## config.mk

```make
export PLATFORM = sky130hd
export DESIGN_NAME = lpmr_ctrl
export DESIGN_NICKNAME = d
export VERILOG_FILES = /design/src/rtl/lpmr_pkg.sv /design/src/rtl/lpmr_ctrl.sv
export SDC_FILE = /design/constraint.sdc
export NUM_CORES = 1
export LEC_CHECK = 0
export ABC_AREA = 1
export ABC_CLOCK_PERIOD_IN_PS = 5800
export BUFFER_PORTS_ARGS = -buffer_cell sky130_fd_sc_hd__buf_2
export CAP_MARGIN = 25
export CORE_ASPECT_RATIO = 0.9
export CORE_MARGIN = 4
export CORE_UTILIZATION = 40
export CTS_CLUSTER_SIZE = 12
export DETAILED_ROUTE_END_ITERATION = 10
export PLACE_DENSITY = 0.61
export SKIP_LAST_GASP = 1
export SLEW_MARGIN = 20
export SYNTH_ARGS = -nofsm -noshare
export SYNTH_HDL_FRONTEND = slang
export SYNTH_SLANG_ARGS = --single-unit
```

## constraint.sdc

```tcl
create_clock -name clk -period 5.8 [get_ports clk]
set_input_delay 0.58 -clock clk [delete_from_list [all_inputs] [get_ports clk]]
set_output_delay 0.58 -clock clk [all_outputs]
set_load 0.02 [all_outputs]
```

## src/rtl/lpmr_pkg.sv

```systemverilog
// ----------------------------------------------------------------------------
// lpmr_pkg
// Shared types and constants of the length-prefixed message ring.
// ----------------------------------------------------------------------------
package lpmr_pkg;

	localparam int HEADER_BYTES = 4;
	localparam int LEN_W = 10;
	localparam int USED_W = 11;

	typedef enum logic {
		REQ_WRITE = 1'b0,
		REQ_READ = 1'b1
	} req_kind_t;

	typedef enum logic [1:0] {
		STAT_OK = 2'd0,
		STAT_TOO_LONG = 2'd1,
		STAT_NO_ROOM = 2'd2,
		STAT_EMPTY = 2'd3
	} status_t;

	typedef enum logic [2:0] {
		ST_IDLE,
		ST_WR_HDR,
		ST_HDR_RD,
		ST_DATA_RD,
		ST_DATA_WAIT,
		ST_DONE
	} state_t;

	typedef struct packed {
		req_kind_t req_type;
		logic [7:0] data_byte;
		logic end_of_message;
		logic empty_message;
	} req_t;

	typedef struct packed {
		status_t status;
		logic [7:0] data_out;
		logic data_valid;
		logic last_of_message;
		logic [LEN_W-1:0] message_length;
		logic [USED_W-1:0] used_bytes;
	} rsp_t;

endpackage

```

## src/rtl/lpmr_ctrl.sv

```systemverilog
// ----------------------------------------------------------------------------
// lpmr_ctrl
// Sequencer of the message ring: pointers, write staging, header write and
// fetch, byte reads, and the finished result for one transaction.
// ----------------------------------------------------------------------------
module lpmr_ctrl import lpmr_pkg::*; #(
	parameter int CAPACITY = 1024
) (
	input logic clk,
	input logic arst_n,
	input logic req_valid,
	output logic req_ready,
	input req_t req,
	output logic done_valid,
	input logic done_ready,
	output rsp_t done_rsp,
	output logic mem_en,
	output logic mem_we,
	output logic [$clog2(CAPACITY)-1:0] mem_addr,
	output logic [7:0] mem_wdata,
	input logic [7:0] mem_rdata
);

	localparam int AW = $clog2(CAPACITY);
	localparam int PW = AW + 1;
	localparam int MAX_PAYLOAD = CAPACITY - HEADER_BYTES;

	state_t state_q, state_d;
	logic [PW-1:0] head_q, head_d;
	logic [PW-1:0] tail_q, tail_d;
	logic [AW-1:0] staged_q, staged_d;
	status_t fail_q, fail_d;
	logic [AW-1:0] roff_q, roff_d;
	logic [AW-1:0] rlen_q, rlen_d;
	logic ractive_q, ractive_d;
	logic [1:0] cnt_q, cnt_d;
	logic [23:0] hdr_q, hdr_d;
	rsp_t res_q, res_d;

	logic [PW-1:0] used_w;
	logic [PW-1:0] room_w;
	logic [PW-1:0] nl_w;
	logic [PW-1:0] off_next;
	logic wr_skip;
	logic wr_take;
	logic wr_commit;
	status_t wfail_n;
	logic [31:0] hdr_full;
	logic [AW-1:0] hdr_len;
	logic [31:0] hdr_word;
	logic [AW-1:0] rd_addr;

	// Admission checks and header decode.
	always_comb begin
		used_w = head_q - tail_q;
		room_w = (used_w >= PW'(CAPACITY)) ? '0 : PW'(CAPACITY) - used_w;
		nl_w = PW'(staged_q) + PW'(1);
		off_next = PW'(roff_q) + PW'(1);
		wr_skip = req.end_of_message & req.empty_message;
		wfail_n = fail_q;
		wr_take = 1'b0;
		if (fail_q == STAT_OK) begin
			if (!wr_skip) begin
				if (nl_w > PW'(MAX_PAYLOAD)) begin
					wfail_n = STAT_TOO_LONG;
				end else if (PW'(HEADER_BYTES) + nl_w > room_w) begin
					wfail_n = STAT_NO_ROOM;
				end else begin
					wr_take = 1'b1;
				end
			end else if (PW'(HEADER_BYTES) + PW'(staged_q) > room_w) begin
				wfail_n = STAT_NO_ROOM;
			end
		end
		wr_commit = req.end_of_message && (wfail_n == STAT_OK);
		hdr_full = {mem_rdata, hdr_q};
		hdr_len = (hdr_full > 32'(MAX_PAYLOAD)) ? AW'(MAX_PAYLOAD) : hdr_full[AW-1:0];
		hdr_word = 32'(staged_q);
		rd_addr = tail_q[AW-1:0] + AW'(HEADER_BYTES) + roff_q;
	end

	always_comb begin
		state_d = state_q;
		unique case (state_q)
			ST_IDLE: begin
				if (req_valid) begin
					if (req.req_type == REQ_WRITE) begin
						state_d = wr_commit ? ST_WR_HDR : ST_DONE;
					end else if (ractive_q) begin
						state_d = ST_DATA_WAIT;
					end else if (used_w == '0) begin
						state_d = ST_DONE;
					end else begin
						state_d = ST_HDR_RD;
					end
				end
			end
			ST_WR_HDR: begin
				if (cnt_q == 2'd3) begin
					state_d = ST_DONE;
				end
			end
			ST_HDR_RD: begin
				if (cnt_q == 2'd3) begin
					state_d = (hdr_len == '0) ? ST_DONE : ST_DATA_RD;
				end
			end
			ST_DATA_RD: state_d = ST_DATA_WAIT;
			ST_DATA_WAIT: state_d = ST_DONE;
			ST_DONE: begin
				if (done_ready) begin
					state_d = ST_IDLE;
				end
			end
			default: state_d = ST_IDLE;
		endcase
	end

	always_comb begin
		head_d = head_q;
		tail_d = tail_q;
		staged_d = staged_q;
		fail_d = fail_q;
		roff_d = roff_q;
		rlen_d = rlen_q;
		ractive_d = ractive_q;
		cnt_d = cnt_q;
		hdr_d = hdr_q;
		res_d = res_q;
		mem_en = 1'b0;
		mem_we = 1'b0;
		mem_addr = '0;
		mem_wdata = '0;
		unique case (state_q)
			ST_IDLE: begin
				if (req_valid) begin
					res_d = '0;
					cnt_d = '0;
					if (req.req_type == REQ_WRITE) begin
						fail_d = wfail_n;
						res_d.status = wfail_n;
						if (wr_take) begin
							mem_en = 1'b1;
							mem_we = 1'b1;
							mem_addr = head_q[AW-1:0] + AW'(HEADER_BYTES) + staged_q;
							mem_wdata = req.data_byte;
							staged_d = nl_w[AW-1:0];
						end
						if (req.end_of_message) begin
							if (wfail_n != STAT_OK) begin
								// drop the whole message and clear the failure
								fail_d = STAT_OK;
								staged_d = '0;
							end else begin
								res_d.last_of_message = 1'b1;
								res_d.message_length = LEN_W'(staged_d);
							end
						end
					end else if (ractive_q) begin
						mem_en = 1'b1;
						mem_addr = rd_addr;
					end else if (used_w == '0) begin
						res_d.status = STAT_EMPTY;
					end else begin
						mem_en = 1'b1;
						mem_addr = tail_q[AW-1:0];
					end
				end
			end
			ST_WR_HDR: begin
				mem_en = 1'b1;
				mem_we = 1'b1;
				mem_addr = head_q[AW-1:0] + AW'(cnt_q);
				mem_wdata = hdr_word[cnt_q*8 +: 8];
				cnt_d = cnt_q + 2'd1;
				if (cnt_q == 2'd3) begin
					head_d = head_q + PW'(HEADER_BYTES) + PW'(staged_q);
					staged_d = '0;
				end
			end
			ST_HDR_RD: begin
				if (cnt_q != 2'd3) begin
					hdr_d[cnt_q*8 +: 8] = mem_rdata;
					mem_en = 1'b1;
					mem_addr = tail_q[AW-1:0] + AW'(cnt_q) + AW'(1);
					cnt_d = cnt_q + 2'd1;
				end else begin
					rlen_d = hdr_len;
					roff_d = '0;
					if (hdr_len == '0) begin
						// empty message: free its header right away
						tail_d = tail_q + PW'(HEADER_BYTES);
						res_d.last_of_message = 1'b1;
					end else begin
						ractive_d = 1'b1;
					end
				end
			end
			ST_DATA_RD: begin
				mem_en = 1'b1;
				mem_addr = rd_addr;
			end
			ST_DATA_WAIT: begin
				res_d.status = STAT_OK;
				res_d.data_out = mem_rdata;
				res_d.data_valid = 1'b1;
				res_d.message_length = LEN_W'(rlen_q);
				if (off_next >= PW'(rlen_q)) begin
					tail_d = tail_q + PW'(HEADER_BYTES) + PW'(rlen_q);
					ractive_d = 1'b0;
					roff_d = '0;
					res_d.last_of_message = 1'b1;
				end else begin
					roff_d = off_next[AW-1:0];
				end
			end
			ST_DONE: begin
			end
			default: begin
			end
		endcase
	end

	always_ff @(posedge clk or negedge arst_n) begin
		if (!arst_n) begin
			state_q <= ST_IDLE;
			head_q <= '0;
			tail_q <= '0;
			staged_q <= '0;
			fail_q <= STAT_OK;
			roff_q <= '0;
			rlen_q <= '0;
			ractive_q <= 1'b0;
		end else begin
			state_q <= state_d;
			head_q <= head_d;
			tail_q <= tail_d;
			staged_q <= staged_d;
			fail_q <= fail_d;
			roff_q <= roff_d;
			rlen_q <= rlen_d;
			ractive_q <= ractive_d;
		end
	end

	always_ff @(posedge clk) begin
		cnt_q <= cnt_d;
		hdr_q <= hdr_d;
		res_q <= res_d;
	end

	assign req_ready = (state_q == ST_IDLE);
	assign done_valid = (state_q == ST_DONE);

	always_comb begin
		done_rsp = res_q;
		done_rsp.used_bytes = USED_W'(used_w);
	end

`ifndef SYNTHESIS
	a_used_bound: assert property (@(posedge clk) disable iff (!arst_n)
		used_w <= PW'(CAPACITY))
		else $error("ring holds more bytes than its capacity");

	a_staged_bound: assert property (@(posedge clk) disable iff (!arst_n)
		staged_q <= AW'(MAX_PAYLOAD))
		else $error("staged payload longer than the largest message");

	a_read_window: assert property (@(posedge clk) disable iff (!arst_n)
		ractive_q |-> (rlen_q != '0 && roff_q < rlen_q))
		else $error("open read outside its message");

	a_fail_code: assert property (@(posedge clk) disable iff (!arst_n)
		fail_q != STAT_EMPTY)
		else $error("write failure holds the empty-ring code");

	a_empty_read: assert property (@(posedge clk) disable iff (!arst_n)
		(state_q == ST_IDLE && req_valid && req.req_type == REQ_READ && !ractive_q
			&& used_w == '0)
		|=> (state_q == ST_DONE && res_q.status == STAT_EMPTY))
		else $error("read of an empty ring not flagged");
`endif

endmodule

```

---- Yosys cells after proc, flatten, opt, wreduce, memory -nomap -nowiden ----
Index checks and enable logic that the tools add are counted.
word-level totals
  flip-flop bits (word level) ............. 106
  bits of input ports ..................... 23
  output and inout port bits .............. 55
  word-level logic and storage cells ...... 167
cells by class
  $add $sub $neg .......................... 19
  $lt $le $gt $ge ......................... 6
  equal/unequal tests ..................... 17
  shifts and indexed selects .............. 3
  multiplexer cells ....................... 79
  bitwise operators ....................... 3
  reductions and logical operators ........ 25
operator list
  operator                 count
  $mux 10                  15
  $mux 11                  7
  $pmux 10 s2              3
  $pmux 11 s2              2
  $pmux 10 s4              1
  $neg 5->34               1
  $shift 8x34->24 const A  1
  $shiftx 8x34->24         1
  $mux 33                  1
  $gt 32x10->1 const B     1
  $shiftx 32x6->8          1
  $mux 3                   9
  $bwmux 24                1
  $mux 2                   12
  $mux 8                   3
  $add 10x1->11 const B    2
  $add 11x10->11           2
  $add 11x3->11 const B    2
  $gt 11x11->1             2
  $add 10x10->10           2
  $add 10x2->10            2
  $add 10x3->10 const B    2
  $ne 2x2->1 const B       10
  $mux 1                   18
  other kinds (33)         51

---- Depth between registers and ports, before layout ----
Gate-level depths: netlist (run 1).
  depth after elaboration ................. 14
  mapped depth ............................ 33
  mapped depth without buffers ............ 33

---- Least setup slack after synthesis (run 1) ----
OpenSTA, ideal clock, no wires.
  path type ............................... flip-flop to output port
  start point ............................. register tail_q[0]
  end point ............................... output mem_addr[9]
  data arrival time ....................... 3.925 ns
  data required time ...................... 5.220 ns
  slack ................................... 1.295 ns
  stages on the path, launching flop included .. 28
  buffers on the path ..................... 1
  path through ............................ dfrtp_1 ha_1 inv_1 fa_1 inv_1 nand4_1 nor2_2 nand2_1 nor2_1 nand2_1 nor2_1 inv_1 nor2_2 nand2_1 nand2_2 o21ai_0 ha_1 nand2_1 nor2_1 nand4_1 nand2_1 nand4_4 nor2_2 buf_4 nand2_1 o211ai_1 nand2_1 nand2_1
RTL lines
  item                      RTL line          text
  start: declaration        lpmr_ctrl.sv:30   logic [PW-1:0] tail_q, tail_d;
  start signal: assignment  lpmr_ctrl.sv:237  tail_q <= tail_d;
  end: declaration          lpmr_ctrl.sv:19   output logic [$clog2(CAPACITY)-1:0] mem_addr,

---- Worst setup path after layout (run 1) ----
  start point ............................. register head_q[0]
  end point ............................... output mem_addr[3]
on the way
  word-level cells in the longest chain between the ends .. 12
  elaborated cells on any way between the ends .. 19
  those cells by class .................... add/sub (5); order compare (2); mux (11); reduce/logical (1)
ends and longest elaborated chain
  item                                            RTL line          text
  start: declaration                              lpmr_ctrl.sv:29   logic [PW-1:0] head_q, head_d;
  start signal: assignment                        lpmr_ctrl.sv:227  head_q <= '0;
  start signal: assignment                        lpmr_ctrl.sv:236  head_q <= head_d;
  $sub 11x11->11                                  lpmr_ctrl.sv:55   used_w = head_q - tail_q;
  $sub 11x11->11 or $ge 11x11->1 (tied branches)  lpmr_ctrl.sv:56   room_w = (used_w >= PW'(CAPACITY)) ? '0 : PW'(CAPACITY) - used_w;
  $mux 11                                         lpmr_ctrl.sv:56
  $gt 11x11->1                                    lpmr_ctrl.sv:66   end else if (PW'(HEADER_BYTES) + nl_w > room_w) begin
  $mux 1                                          lpmr_ctrl.sv:66
  $mux 1                                          lpmr_ctrl.sv:64   if (nl_w > PW'(MAX_PAYLOAD)) begin
  $mux 1                                          lpmr_ctrl.sv:63   if (!wr_skip) begin
  $mux 1                                          lpmr_ctrl.sv:62   if (fail_q == STAT_OK) begin
  $mux 10                                         lpmr_ctrl.sv:142  if (wr_take) begin
  $mux 10                                         lpmr_ctrl.sv:139  if (req.req_type == REQ_WRITE) begin
  $mux 10                                         lpmr_ctrl.sv:136  if (req_valid) begin
  $pmux 10 s4 (*)                                 lpmr_ctrl.sv:134  unique case (state_q)
Mark *: on every way between the ends. The rest lies on a longest branch, timed or not.

==> results of run 1 <==
## flip-flops by register name (all words and copies together) (netlist names)
signal	flops
hdr_q	24
done_rsp	22
head_q	11
tail_q	11
rlen_q	10
roff_q	10
staged_q	10
state_q	3
cnt_q	2
fail_q	2
ractive_q	1
## logic make-up after synthesis
kind of cell    after synthesis
xor+xnor                     52
buf+inv                     193
mux                           1
flops                       106
fa+ha+maj                   110
simple gates                578
compound gates              217
## synth_stat cells (3+ instances only)
master     instances
a21o_1             5
a21oi_1           70
a22oi_1            6
a31oi_1            3
a32o_1             4
buf_2              3
buf_6              5
clkbuf_1          14
dfrtp_1           58
edfxtp_1          48
fa_1               6
ha_1             104
inv_1            159
inv_2              5
nand2_1          272
nand2_2           15
nand3_1           85
nand3_2            3
nand4_1           16
nor2_1           127
nor2_2            10
nor3_1            29
nor4_1             9
o2111ai_1          4
o211ai_1           4
o21ai_0           70
o21ai_1           12
o21bai_1           4
o22ai_1            9
o22ai_2            9
o31ai_1            3
or2_2              5
xnor2_1           11
xor2_1            38
## layer usage
| layer | global-route usage | part of all wire | vias to the layer above |
|---|---|---|---|
| li1 | - | - | 4372 |
| met1 | 0.340 | 0.48 | 4165 |
| met2 | 0.331 | 0.42 | 340 |
| met3 | 0.0496 | 0.077 | 32 |
| met4 | 0.0491 | 0.017 | 0 |
| met5 | 0 | 0 | - |
## worst paths after layout
path,endpoint,cells past startpoint,start
worst max-delay path,mem_addr[3],30,head_q[0]
worst max register to register,done_rsp[16],30,head_q[0]
worst min-delay path,head_q[8],2,arst_n
max in group asynchronous,tail_q[2],2,arst_n
min in group clk,state_q[2],4,done_ready
worst min register to register,rlen_q[0],2,hdr_q[0]
## layout make-up
| class | count | area (um2) |
|---|---|---|
| Clock buffer | 9 | 225 |
| Clock inverter | 7 | 86.3 |
| Fill cell | 2321 | 12400 |
| Inverter | 167 | 628 |
| Multi-Input combinational cell | 958 | 5780 |
| Sequential cell | 106 | 2900 |
| Tap cell | 297 | 372 |
| Timing Repair Buffer | 87 | 468 |
## timing repair
item | CTS | global route
pin swaps | 0 | 3
hold endpoints to repair | 0 | 0
setup endpoints to repair | 2 | 20
setup buffers | 0 | 2
resized for setup | 1 | 11
## placed cells by master, fill, tap and decap left out, drive strengths merged, types with 6 or more instances in the layout
master  synthesis  layout
nor3           30      30
nor2          138     138
o22ai          18      18
clkbuf         14       9
fa              6       6
a22oi           6       6
buf            12      87
o21ai          83      83
nand2         288     288
edfxtp         48      48
xor2           40      40
inv           164     169
dfrtp          58      58
nand3          88      88
nand4          17      17
nor4            9       9
xnor2          12      12
ha            104     104
a21oi          72      72
## stage by stage
step                setup slack, ns  utilization  std cells
CTS                           0.223        0.456       1629
floorplan                      1.30            -       1257
finish                        0.452        0.458       1631
detailed placement            0.413        0.442       1613
global placement              0.499        0.442       1613
global route                0.00959        0.458       1631
## where the power goes
| part | total (uW) | switching [uW] | internal (uW) |
|---|---|---|---|
| clock | 656 | 341 | 315 |
| combinational | 4010 | 2700 | 1310 |
| sequential | 1260 | 216 | 1040 |
==> results.py, run 1 <==
metrics = {
    "synth": {
        "synth_top_family_by_area": "simple AND/OR/NAND/NOR gates",
        "synth_flop_cell": "dfrtp_1",
        "synth_adder_area_share": 0.151,
        "synth-seq-area-share": 0.307,
        "synth_seq_cells": 106,
        "synth.mux.area_fraction": 0.00106,
        "synth.distinct_cells": 60,
        "synthCells": 1257,
        "syn_nets": 1390,
        "async_reset_ff_frac": 0.547,
        "syn-mean-instance-area_um2": 7.49,
        "synthTopCellsByArea": "dfrtp_1 15%, edfxtp_1 15%, ha_1 14%",
        "synth_edf_count": 48,
        "yosys.area.top_type": "dfrtp_1",
        "synth_compound_area_frac": 0.141,
        "synth-xor-area-share": 0.0508,
        "yosysTopAreaCellShare": 0.154,
        "synth.cell_area_mm2": 0.00942,
        "synth-simple-area-share": 0.267,
        "ys_warn_count": 0,
    },
    "place": {
        "port_buffers": 77,
        "dp_hpwl_um": 23600,
        "place_area_mm2": 0.0101,
        "routabilityCongestion": 0.984,
    },
    "worst_setup_path": {
        "slowest_delay_ns": 0.44,
        "cpLargestDelayFamily": "simple AND/OR/NAND/NOR gates",
        "ff2ff_setup_slack_ns": 1.15,
        "crit_buf_inv": 6,
        "path_max_fanout": 22,
        "crit_required_ns": 5.22,
        "critPathCaptureType": "primary output",
        "critPathArrivalTime_ns": 4.77,
        "cpMaxStageDelayCell": "fa_1",
        "worst_setup_path_start_kind": "register",
        "critPathKind": "reg2out",
        "crit_top_cell": "nand2_1",
    },
    "timing": {
        "setup_tns_ns": 0,
        "fmax_ghz": 0.187,
        "slew-limit-headroom": 0.379,
        "setup_viol": 0,
        "max_slew.worst_pin.slew_ns": 0.931,
        "grt_setup_unrepaired": "no",
        "hold_ws_ns": 0.368,
        "period_share": 0.922,
        "finalCriticalPeriod_ns": 5.35,
        "finalClockSkew_ns": 0.0120,
        "hold_viol": 0,
        "slew_violations": 0,
    },
    "run": {
        "cap_viol_max_count": 0,
    },
    "cts": {
        "cts_tree": "built",
        "clk_pin_slew_ns": 0.08,
        "max-clock-path-buffers": 2,
        "htreeDepth": 3,
        "cts_hold_buffers": 0,
        "clkSinkCount": 106,
        "clockRootBuffer": "clkbuf_16",
        "numCtsBuffers": 9,
        "clk_latency_ns": 0.37,
    },
    "power": {
        "vdd_drop_max_mv": 0.287,
        "p_leak_uw": 0.00509,
        "p_total_uw": 5920,
        "p_per_area_mw_per_mm2": 566,
    },
    "global_route": {
        "track_usage": 0.226,
        "grt_pass1_wl_um": 46800,
        "first_global_vias": 8463,
        "grt_overflow_total": 0,
        "grt_max_degree": 59,
        "antenna_found_initial": 0,
    },
    "finish": {
        "final_nets": 1462,
        "fin_area_mm2": 0.0105,
        "drive_gt1_frac": 0.127,
        "antenna_cells": 0,
        "syn_to_final_growth_pct": 11.1,
    },
    "drt": {
        "totalWireLength_um": 29300,
        "avgViaCountPerCell": 5.46,
        "route.detailed.drc": 0,
        "wl_per_cell_um": 18.0,
        "num_vias": 8909,
        "drt_iter0_markers": 805,
        "ant_nets": 0,
        "drtPass1Iterations": 6,
    },
    "outcome": {
        "status": "completed",
    },
    "hold_path": {
        "hold_path_class": "in2async",
    },
    "floorplan": {
        "dieArea_mm2": 0.0261,
        "die_y_um": 154,
        "die_x_um": 170,
        "coreArea_mm2": 0.0228,
        "initial_utilization": 0.412,
        "std_cell_rows": 52,
        "ioPinCount": 78,
    },
}
Power figures use the tool's default switching activity.
==> run 2: changes to the inputs <==
==> constraint.sdc (replaced) <==
create_clock -name clk -period 5.8 [get_ports clk]
set_input_delay 0.58 -clock clk [delete_from_list [all_inputs] [get_ports clk]]
set_output_delay 0.58 -clock clk [all_outputs]
set_load 0.01 [all_outputs]
==> results.py, run 2 (synthesis results as in run 1) <==
metrics = {
    "global_route": {
        "track_usage": 0.226,
        "first_global_vias": 8435,
        "grt_overflow_total": 0,
        "grt_pass1_wl_um": 46700,
        "antenna_found_initial": 0,
        "grt_max_degree": 59,
    },
    "worst_setup_path": {
        "slowest_delay_ns": 0.44,
        "path_max_fanout": 22,
        "critPathKind": "reg2out",
        "worst_setup_path_start_kind": "register",
        "crit_required_ns": 5.22,
        "cpMaxStageDelayCell": "fa_1",
        "critPathArrivalTime_ns": 4.83,
        "critPathCaptureType": "primary output",
        "crit_top_cell": "nand2_1",
    },
    "power": {
        "vdd_drop_max_mv": 0.252,
        "p_int_uw": 2640,
        "p_per_area_mw_per_mm2": 547,
        "seqPwrFrac": 0.221,
        "switching_share": 0.537,
        "pwr-share-clk": 0.111,
        "p_leak_uw": 0.00507,
        "comb_power_share": 0.668,
        "p_sw_uw": 3060,
    },
    "run": {
        "cap_viol_max_count": 0,
    },
    "cts": {
        "cts_tree": "built",
        "max-clock-path-buffers": 2,
        "clk_latency_ns": 0.37,
        "numCtsBuffers": 9,
        "htreeDepth": 3,
        "clkSinkCount": 106,
        "clockRootBuffer": "clkbuf_16",
        "clk_pin_slew_ns": 0.09,
    },
    "timing": {
        "setup_tns_ns": 0,
        "setup_viol": 0,
        "period_share": 0.932,
        "finalClockSkew_ns": 0.0141,
        "finalCriticalPeriod_ns": 5.41,
        "max_slew.worst_pin.slew_ns": 0.904,
        "slew_violations": 0,
        "slew-limit-headroom": 0.395,
        "hold_viol": 0,
        "fmax_ghz": 0.185,
        "grt_setup_unrepaired": "no",
    },
    "floorplan": {
        "dieArea_mm2": 0.0261,
        "die_y_um": 154,
        "coreArea_mm2": 0.0228,
        "initial_utilization": 0.412,
        "std_cell_rows": 52,
        "die_x_um": 170,
        "ioPinCount": 78,
    },
    "finish": {
        "largest_reg_flops": 24,
        "final_cell_mix": "272 x nand2_1, 159 x inv_1, 126 x nor2_1",
        "drive_gt1_frac": 0.125,
        "syn_to_final_growth_pct": 10.7,
        "top_register": "hdr_q",
        "final_common_cell": "nand2_1",
        "final_nets": 1461,
        "antenna_cells": 0,
        "fin_area_mm2": 0.0104,
    },
    "place": {
        "dp_hpwl_um": 23500,
        "port_buffers": 77,
        "place_area_mm2": 0.0101,
        "routabilityCongestion": 0.978,
    },
    "drt": {
        "wl_per_cell_um": 17.9,
        "drtPass1Iterations": 6,
        "drt_iter0_markers": 875,
        "num_vias": 8941,
        "route.detailed.drc": 0,
        "ant_nets": 0,
        "totalWireLength_um": 29200,
        "avgViaCountPerCell": 5.49,
    },
    "hold_path": {
        "hold_path_class": "in2async",
    },
    "outcome": {
        "status": "completed",
    },
}
## run 2: worst max-delay path, delay by kind of cell (launching register included)
family / cells / cell delay (ns)
simple gates: 19 / 2.00
flops: 1 / 0.41
buf+inv: 6 / 0.68
xor+xnor: 1 / 0.24
compound gates: 1 / 0.20
fa+ha+maj: 3 / 0.93
## run 2: stage by stage
step                      cells  hold slack [ns]  setup slack, ns  utilization  power [uW]
after floorplan            1257            0.284             1.44            -        3870
after global placement     1612            0.470            0.560        0.441        4930
after detailed placement   1612            0.490            0.458        0.441        4940
after CTS                  1628            0.405           0.0139        0.454        5590
after global routing       1630            0.445          0.00433        0.457        6230
final                      1630            0.354            0.392        0.457        5710
## run 2: final timing paths
path	start	to	slack (ns)	cells after the start
setup / recovery	head_q[0]	mem_addr[3]	0.39	30
setup reg to reg	head_q[0]	done_rsp[16]	1.10	28
hold / removal	arst_n	head_q[7]	0.35	2
max in group asynchronous	arst_n	tail_q[1]	4.87	2
min in group clk	done_ready	state_q[2]	0.49	4
hold reg to reg	hdr_q[1]	rlen_q[1]	0.51	2
## run 2: what timing repair did
item                                    CTS  global route
endpoints found under the setup margin    0            20
resized for setup                         0             9
buffers inserted                          0             2
hold buffers                              0             0
hold endpoints to repair                  0             0
## run 2: power by group through the flow
stage	combinational [uW]	sequential, uW	clock [uW]
after floorplan	2640	1220	0
after global placement	3660	1270	0
after detailed placement	3670	1270	0
after CTS	3690	1260	644
after global routing	4270	1280	675
final	3810	1260	635
## run 2: cell type report
| type | instances | area (um2) |
|---|---|---|
| repair buffers | 86 | 460 |
| multi-input cells | 958 | 5780 |
| well taps | 297 | 372 |
| flip-flops and latches | 106 | 2890 |
| fillers | 2294 | 12400 |
| inverters | 167 | 628 |
| clock inverters | 7 | 67.6 |
| clock buffers | 9 | 225 |
## run 2: layer usage
metal,track usage,up-vias,wire length [um]
met5,0,-,0
met3,0.0508,31,2330
met2,0.330,355,12400
li1,-,4375,-
met4,0.0514,0,495
met1,0.339,4180,13900
==> run 3: changes to the inputs <==
--- a/config.mk
+++ b/config.mk
@@ -6,17 +6,17 @@
 export NUM_CORES = 1
 export LEC_CHECK = 0
 export ABC_AREA = 1
-export ABC_CLOCK_PERIOD_IN_PS = 5800
+export ABC_CLOCK_PERIOD_IN_PS = 5300
 export BUFFER_PORTS_ARGS = -buffer_cell sky130_fd_sc_hd__buf_2
 export CAP_MARGIN = 25
 export CORE_ASPECT_RATIO = 0.9
-export CORE_MARGIN = 4
+export CORE_MARGIN = 8
 export CORE_UTILIZATION = 40
 export CTS_CLUSTER_SIZE = 12
 export DETAILED_ROUTE_END_ITERATION = 10
 export PLACE_DENSITY = 0.61
 export SKIP_LAST_GASP = 1
-export SLEW_MARGIN = 20
+export SLEW_MARGIN = 40
 export SYNTH_ARGS = -nofsm -noshare
 export SYNTH_HDL_FRONTEND = slang
 export SYNTH_SLANG_ARGS = --single-unit
==> constraint.sdc (replaced) <==
create_clock -name clk -period 5.3 [get_ports clk]
set_input_delay 0.53 -clock clk [delete_from_list [all_inputs] [get_ports clk]]
set_output_delay 0.53 -clock clk [all_outputs]
set_load 0.01 [all_outputs]
==> results.py, run 3 (synthesis results as in run 1) <==
metrics = {
    "outcome": {
        "status": "completed",
    },
    "finish": {
        "top_register": "hdr_q",
        "drive_gt1_frac": 0.174,
        "final_common_cell": "nand2_1",
        "syn_to_final_growth_pct": 16.1,
        "final_nets": 1482,
        "multi_input_area_mm2": 0.00609,
        "final-seq-area_mm2": 0.00290,
        "antenna_cells": 0,
        "fillers": 2335,
        "largest_reg_flops": 24,
        "instances_no_fill": 1656,
        "final_util": 0.470,
        "final_cell_mix": "260 x nand2_1, 154 x inv_1, 120 x nor2_1",
    },
    "drt": {
        "ant_nets": 0,
        "drt_iter0_markers": 823,
        "route.detailed.drc": 0,
        "totalWireLength_um": 30000,
        "wl_per_cell_um": 18.1,
        "drtPass1Iterations": 5,
        "num_vias": 8992,
        "avgViaCountPerCell": 5.43,
    },
    "place": {
        "dp_hpwl_um": 24000,
        "place_inst": 1627,
        "routabilityCongestion": 0.960,
        "port_buffers": 77,
    },
    "floorplan": {
        "dieArea_mm2": 0.0287,
        "coreArea_mm2": 0.0233,
        "std_cell_rows": 53,
        "initial_utilization": 0.405,
        "die_x_um": 178,
        "die_y_um": 162,
        "ioPinCount": 78,
    },
    "worst_setup_path": {
        "cpMaxStageDelayCell": "dfrtp_2",
        "slowest_delay_ns": 0.47,
        "crit_top_cell": "nand2_2",
        "ff2ff_setup_slack_ns": 0.49,
        "r2r-end": "state_q[2]",
        "critPathArrivalTime_ns": 4.69,
        "worst_setup_path_start_kind": "register",
        "r2r_cells": 31,
        "critPathKind": "reg2out",
        "path_max_fanout": 8,
        "crit_required_ns": 4.77,
        "critPathCaptureType": "primary output",
        "r2r-start": "tail_q[2]",
    },
    "global_route": {
        "grt_busiest_layer": "met2",
        "use_met1": 0.301,
        "antenna_found_initial": 0,
        "met3_usage": 0.0422,
        "grt_pass1_wl_um": 46100,
        "grt_overflow_total": 0,
        "first_global_vias": 8311,
        "track_usage": 0.205,
        "use_met2": 0.308,
        "grt_max_degree": 59,
    },
    "timing": {
        "hold_viol": 0,
        "fmax_ghz": 0.192,
        "setup_viol": 0,
        "finalClockSkew_ns": 0.0133,
        "slew-limit-headroom": 0.446,
        "slew_violations": 0,
        "max_slew.worst_pin.slew_ns": 0.828,
        "period_share": 0.985,
        "finalCriticalPeriod_ns": 5.22,
    },
    "cts": {
        "clk_pin_slew_ns": 0.09,
        "htreeDepth": 3,
        "clk_latency_ns": 0.37,
        "cts_hold_buffers": 0,
        "clockRootBuffer": "clkbuf_16",
        "clkSinkCount": 106,
        "numCtsBuffers": 9,
        "cts_tree": "built",
        "max-clock-path-buffers": 2,
    },
    "run": {
        "cap_viol_max_count": 0,
    },
    "power": {
        "p_leak_uw": 0.00522,
        "p_per_area_mw_per_mm2": 629,
        "vdd_drop_max_mv": 0.300,
    },
    "hold_path": {
        "hold_path_class": "in2async",
    },
}
==> run 3: cell count changes in the layout (fill, tap and decap cells not counted), sizes merged <==
cell | before | now
inv | 168 | 169
buf | 86 | 107
clkinvlp | 1 | 0
==> run 3: power breakdown <==
group	internal [uW]	switching [uW]	leakage, uW	total, uW
Combinational	1730	3070	0.00389	4800
Sequential	1140	213	0.00118	1350
Clock	348	380	0.000154	728
Total	3220	3660	0.00522	6880
==> run 3: layer usage <==
layer  vias to the layer above  wire length, um
li1                       4413                -
met3                        32             2190
met1                      4202            14500
met4                         0              340
met2                       345            13000
met5                         -                0
==> run 3: metrics by stage <==
step	power, uW	instance area, um2	setup TNS [ns]	hold slack [ns]	worst slack, ns
finish	6880	10900	0	0.232	0.0814
global route	7420	10900	-1.32	0.271	-0.159
CTS	6260	10500	0	0.362	0.0319
detailed placement	5480	10200	0	0.474	0.224
global placement	5450	10200	0	0.470	0.367
floorplan	4230	9420	0	0.234	0.992
==> run 3: worst max path at each step <==
stage	cells past startpoint	startpoint	slack (ns)	endpoint
6_report	28	tail_q[2]	0.08	mem_en
5_1_grt	27	head_q[0]	-0.16	mem_addr[1]
4_1_cts	27	head_q[0]	0.03	mem_addr[9]
3_5_place_dp	29	head_q[0]	0.22	mem_addr[9]
3_3_place_gp	29	head_q[0]	0.37	mem_addr[9]
2_1_floorplan	27	tail_q[0]	0.99	mem_addr[9]
==> run 3: cell type report <==
type                    instances  area share
clock buffers                   9      0.0206
repair buffers                107      0.0569
inverters                     167      0.0581
multi-input cells             958       0.557
well taps                     302      0.0345
clock inverters                 7     0.00858
flip-flops and latches        106       0.265
==> run 3: timing repair <==
action | 4_1_cts | 5_1_grt
pin swaps | 2 | 23
gates resized for setup | 2 | 75
setup buffers | 2 | 11
cloned | 0 | 0
setup endpoints to repair | 15 | 20
==> run 3: critical path: cells and delay by family, from the launching register on <==
| kind | cells | cell delay, ns |
|---|---|---|
| AOI/OAI and AO/OA | 3 | 0.40 |
| xor gates and xnor gates | 1 | 0.19 |
| adders and majority gates | 2 | 0.61 |
| buffers and inverters | 5 | 0.64 |
| DFF | 1 | 0.47 |
| and+or+nand+nor | 17 | 2.02 |
